## src/dpmc_pkg.sv

```systemverilog
// Package for the dead pixel median correction block.
// Holds register indexes, request codes and fixed widths; no dependencies.
`default_nettype none

package dpmc_pkg;

  // Configuration port geometry
  localparam int CFG_W     = 13;
  localparam int DEPTH_W   = 5;
  localparam int REG_IDX_W = 2;

  // Smallest usable frame dimension
  localparam int DIM_MIN = 3;

  // Neighbour count of a 3x3 window and width of a count over it
  localparam int NB_COUNT = 8;
  localparam int NB_CNT_W = 4;

  typedef enum logic [REG_IDX_W-1:0] {
    REG_FRAME_WIDTH  = 2'd0,
    REG_FRAME_HEIGHT = 2'd1,
    REG_BIT_DEPTH    = 2'd2,
    REG_ENABLE       = 2'd3
  } cfg_reg_t;

  typedef enum logic {
    REQ_PIXEL = 1'b0,
    REQ_DRAIN = 1'b1
  } req_t;

  // Register values after reset
  localparam logic [CFG_W-1:0]   RST_FRAME_WIDTH  = 13'd640;
  localparam logic [CFG_W-1:0]   RST_FRAME_HEIGHT = 13'd480;
  localparam logic [DEPTH_W-1:0] RST_BIT_DEPTH    = 5'd12;
  localparam logic               RST_ENABLE       = 1'b1;

endpackage

`default_nettype wire

```

## src/dpmc_median.sv

```systemverilog
// Upper median of the live neighbours of a 3x3 window.
// Rank-based selection, purely combinational; uses dpmc_pkg.
`default_nettype none

module dpmc_median
  import dpmc_pkg::*;
#(
  parameter int PIXEL_BITS = 16
) (
  input  logic [NB_COUNT-1:0][PIXEL_BITS-1:0] nb,
  input  logic [PIXEL_BITS-1:0]               stuck,
  output logic [PIXEL_BITS-1:0]               med,
  output logic                                found
);

  logic [NB_COUNT-1:0] live;
  logic [NB_CNT_W-1:0] n_live;
  logic [NB_CNT_W-1:0] target;
  logic [NB_CNT_W-1:0] rank [NB_COUNT];

  always_comb begin
    // a neighbour counts only when it is not dead itself
    for (int i = 0; i < NB_COUNT; i++) begin
      live[i] = (nb[i] != '0) && (nb[i] != stuck);
    end

    n_live = '0;
    for (int i = 0; i < NB_COUNT; i++) begin
      n_live = n_live + NB_CNT_W'(live[i]);
    end
    target = n_live >> 1;

    // rank = sorted position, ties broken by window position
    for (int i = 0; i < NB_COUNT; i++) begin
      rank[i] = '0;
      for (int j = 0; j < NB_COUNT; j++) begin
        if (j != i && live[j] && ((nb[j] < nb[i]) || ((nb[j] == nb[i]) && (j < i)))) begin
          rank[i] = rank[i] + NB_CNT_W'(1);
        end
      end
    end

    // live ranks form a permutation, so exactly one entry matches
    med = '0;
    for (int i = 0; i < NB_COUNT; i++) begin
      if (live[i] && (rank[i] == target)) begin
        med = med | nb[i];
      end
    end

    found = (n_live != '0);
  end

endmodule

`default_nettype wire

```

## config.mk

```make
export PLATFORM = sky130hd
export DESIGN_NAME = dpmc_median
export DESIGN_NICKNAME = d
export VERILOG_FILES = /design/src/dpmc_pkg.sv /design/src/dpmc_median.sv
export SDC_FILE = /design/constraint.sdc
export NUM_CORES = 1
export LEC_CHECK = 0
export BUFFER_PORTS_ARGS = -buffer_cell sky130_fd_sc_hd__buf_4
export CORE_UTILIZATION = 30
export DETAILED_ROUTE_END_ITERATION = 12
export SLEW_MARGIN = 20
export SYNTH_ARGS = -nofsm -noshare
export SYNTH_HDL_FRONTEND = slang
export SYNTH_SLANG_ARGS = --single-unit
```

## constraint.sdc

```tcl
create_clock -name vclk -period 22.9
set_input_delay 4.58 -clock vclk [all_inputs]
set_output_delay 4.58 -clock vclk [all_outputs]
set_load 0.05 [all_outputs]
```

---- Word-level counts from Yosys, hierarchy flattened ----
Index checks and enable logic that the tools add are counted.
word-level totals
  flip-flop bits (word level) ............. 0
  bits of input ports ..................... 144
  output and inout bits ................... 17
  logic and storage cells ................. 335
operators by class
  $add $sub $neg .......................... 55
  magnitude comparators ................... 56
  equality and inequality tests ........... 44
  multiplexer cells ....................... 64
  bitwise logic cells ..................... 7
  reduce and logical (&&, ||, !) cells .... 109
operator list
  cell                                                            count
  16-bit < comparator                                             56
  16-bit equality test                                            28
  4-bit two-way mux                                               48
  4-bit by 1-bit adder with 4-bit output (second input constant)  40
  16-bit two-way mux                                              8
  16-bit inequality test                                          8
  16-bit nonzero test                                             8
  16-bit bitwise OR                                               7
  1-bit logical AND                                               72
  4-bit by 3-bit equality test with 1-bit output                  8
  1-bit logical OR                                                28
  1-bit by 1-bit adder with 2-bit output (second input constant)  8
  4-bit by 1-bit adder with 4-bit output                          4
  1-bit two-way mux                                               8
  3-bit by 1-bit adder with 4-bit output                          1
  4-bit nonzero test                                              1
  2-bit by 1-bit adder with 3-bit output                          1
  1-bit by 1-bit adder with 2-bit output                          1

---- Depth between registers and ports, before layout ----
  depth after elaboration ................. 33
  depth in mapped cells ................... 38
  mapped depth without buffers ............ 36

---- Least setup slack after synthesis ----
Ideal clock, no wire load.
  kind .................................... input -> output
  start point ............................. in nb[121] (netlist name)
  end point ............................... out med[10]
  arrival ................................. 10.547 ns
  data required time ...................... 18.320 ns
  setup slack ............................. 7.773 ns
  stages on the path ...................... 29
  buffers on the path ..................... 1
  path through ............................ inv_1 ha_1 a21o_1 a21o_1 a21o_1 a2111oi_0 o211a_1 a31oi_1 nor2_1 inv_1 ha_1 and3_1 a211oi_1 ha_1 mux2_2 ha_1 mux2_2 ha_1 mux2_2 a21o_1 ha_1 xnor2_1 and3_1 a21oi_1 nor4b_4 buf_2 a22o_1 a221oi_1 nand4b_1
on the way
  cells in the longest elaborated chain, start to end .. 21
  elaborated cells between the ends (all ways) .. 97
  classes of those cells .................. add/sub: 7; order compare: 14; eq/ne: 16; mux: 22; bitwise: 7; reduce/logical: 31
RTL lines
  item                                                          line               text
  start, declared                                               dpmc_median.sv:10  input logic [NB_COUNT-1:0][PIXEL_BITS-1:0] nb,
  branches (longest 20 deep; another with 16-bit < comparator)  --
  16-bit two-way mux (*)                                        dpmc_median.sv:46  if (live[i] && (rank[i] == target)) begin
  end, declared                                                 dpmc_median.sv:12  output logic [PIXEL_BITS-1:0] med,
Mark *: on every way between the ends.

---- Worst setup path after layout ----
  start point ............................. in nb[89] (netlist name)
  end point ............................... out med[15]
on the way
  cells in the longest elaborated chain, start to end .. 25
  elaborated cells between the ends (all ways) .. 123
  classes of those cells .................. add/sub: 21; order compare: 14; eq/ne: 16; mux: 34; bitwise: 7; reduce/logical: 31
RTL lines
  item                                                          line
  branches (longest 24 deep; another with 16-bit < comparator)  --
  16-bit two-way mux (*)                                        dpmc_median.sv:46
Marks and branches as above.

==> out/qor.yml <==
clocking:
  ctsResizeCount: 0
  post-cts-setup-buffer-count: 0
  ctsHoldBuffers: 0
setup_path:
  end_kind: "output port"
  crit_path_start_kind: "input pin"
  crit_path_max_incr_delay_ns: 0.91
  critPathMaxFanout: 16
  crit_type: "in -> out"
  cp.arrival_ns: 12.25
  critPathSlowestCell: "a2111oi_4"
  cp_common_cell: "ha_1"
  required_ns: 18.32
power_and_ir_drop:
  p_leak_nw: 9.037
  power.total_mw: 1.321
  power_density_nw_per_um2: 68.65
  peakVddDrop_v: 0.0001324
synthesis:
  synth_area_um2: 17280
  syn_nets: 2834
  netlist_instances: 2187
  synth_cell_types: 97
  synth.avg_cell_area_um2: 7.901
  yosys_warnings: 0
  ys_seq_area_frac: 0
detailed_routing:
  wl_met3_um: 9703
  routed_via_density: 6.363
  ant_nets: 0
  highest_layer: "met5"
  drc_errors: 0
  wl_met1_um: 36980
  wl_met2_um: 37680
  vias: 19528
  wl_per_cell_um: 29.50
  first_pass_iters: 6
  routed_wl_um: 90550
  drtIter0Drc: 2046
floorplan:
  boundaryPins: 161
  fp.dieW_um: 242.0
  die_area_um2: 58560
  rows: 87
  start_util: 0.3053
  coreArea_um2: 56600
  fp.dieH_um: 242.0
timing:
  hold_viol: 0
  fin_setup_tns_ns: 0
  worstMarginPinSlew_ns: 1.268
  period_needed_ns: 16.83
  hold_slack_ns: 9.758
  slew_viol_final: 0
  rsz0062_at_grt: "false"
  fmax_mhz: 59.43
  finalCritPeriodShare: 0.7348
  maxSlewHeadroom: 0.1468
  finalSetupViolCount: 0
placed_design:
  gp_congestion: 1.053
  place_hpwl_um: 72610
  port_buffers: 161
cells_and_area:
  clock_buffers: 0
  register_area_um2: 0
  flops_and_latches: 0
  fillerInstances: 6021
  drive_gt1_frac: 0.1064
  fin_nets: 2962
  num_antenna_cells: 0
  area_delta_synth_final_pct: 11.38
global_routing:
  grt_max_degree: 28
  grt_pass1_vias: 18679
  gr-usage-all-layers: 0.2950
  overflow: 0
  antenna_found_initial: 4
  grt_pass1_wl_um: 127300
status:
  status: "finished clean"
min_path:
  min_path_cells: 4
  worst_hold_path.endpoint: "med[8]"
  worstHoldStart: "nb[104]"
  holdCritPathClass: "in -> out"
run:
  cap_violations: 0
-- cells in the mapped netlist (6+ instances only) --
master    instances  area, µm²
inv_1           174      653.1
a31oi_1          11      68.82
a21o_1           45      337.8
a211oi_1         15      112.6
xnor3_1           8      180.2
or2_2             8      50.05
nor3b_1           7      52.55
nor2b_1          32      200.2
nand4_1         120      750.7
buf_4             9      67.56
o21ai_0          59      295.3
nor2_1           75      281.5
and3_1           18      112.6
nor3_1           40      200.2
o31a_1            7      61.31
and4_1           24      210.2
a21boi_0          8      60.06
or4_1            22      165.2
nand2b_1         20      125.1
a22o_1           16      140.1
o211ai_1         21      157.7
or3_1            20      125.1
xnor2_1         111      972.2
a221oi_1         24      210.2
nand3_1          62      310.3
xnor2_2           6      97.59
buf_6            10      112.6
buf_2             6      30.03
nand4b_1         17      148.9
a2111o_1          6      67.56
ha_1            499       6243
nand2_1         143      536.8
mux2i_1          11      110.1
mux2_2            8      90.09
xor2_1           97      849.6
clkbuf_1         21      78.83
nor4_1           70      437.9
a21oi_1         182      910.9
and2_1           18      112.6
o21a_1           17      127.6
-- cell type report --
class | count | area, µm² | share of cell area
repair buffers | 172 | 1297 | 0.06742
multi-input cells | 1964 | 16340 | 0.8488
well taps | 756 | 945.9 | 0.04915
inverters | 177 | 666.9 | 0.03465
-- metrics by stage --
step	area, µm²	cells	worst slack, ns	utilization
CTS	19220	3068	6.183	0.3395
finish	19250	3069	6.073	0.3400
detailed placement	19220	3068	6.193	0.3395
global placement	19220	3068	6.299	0.3395
floorplan	17280	2187	7.773	-
global route	19250	3069	5.730	0.3400
-- worst max-delay path by stage --
stage	from	to	slack [ns]	cells past startpoint
6_report	nb[89]	med[15]	6.07	33
5_1_grt	nb[89]	med[0]	5.73	33
4_1_cts	nb[89]	med[0]	6.18	33
3_5_place_dp	nb[89]	med[0]	6.19	33
3_3_place_gp	nb[89]	med[0]	6.30	33
2_1_floorplan	nb[121]	med[10]	7.77	29
-- placed cells by master, fill, tap and decap left out, types with 45 or more instances in the layout --
master	synthesis	layout
xor2_1	97	97
buf_4	9	171
inv_1	174	174
a21o_1	45	45
ha_1	499	499
nand2_1	143	143
a21oi_1	182	182
nor4_1	70	69
xnor2_1	111	111
nand4_1	120	120
o21ai_0	59	59
nor2_1	75	75
nand3_1	62	62
-- kinds of logic after synthesis --
| family | share of synthesized area |
|---|---|
| adders and majority gates | 0.3660 |
| muxes | 0.01593 |
| AOI/OAI and AO/OA | 0.1916 |
| buffers and inverters | 0.05532 |
| and+or+nand+nor | 0.2350 |
| xor gates and xnor gates | 0.1362 |
-- metal layers --
metal,up-vias,GRT usage
met5,-,0
met4,4,0.1701
met3,314,0.05860
met2,1244,0.4486
met1,9373,0.3853
li1,8593,-
-- power by group --
part | internal (mW) | switching (mW) | leakage (nW)
sequential | 0 | 0 | 0
clock | 0 | 0 | 0
combinational | 0.478 | 0.843 | 9.04
-- critical path: cells and delay by family --
kind                     cells  cell delay (ns)
AO/OA/AOI/OAI                9             2.77
XOR/XNOR                     3             0.62
adder cells (fa/ha/maj)      6             1.70
buffers and inverters        6             0.94
AND/OR/NAND/NOR              9             1.62
No activity file was read; power rests on OpenSTA's default activity.
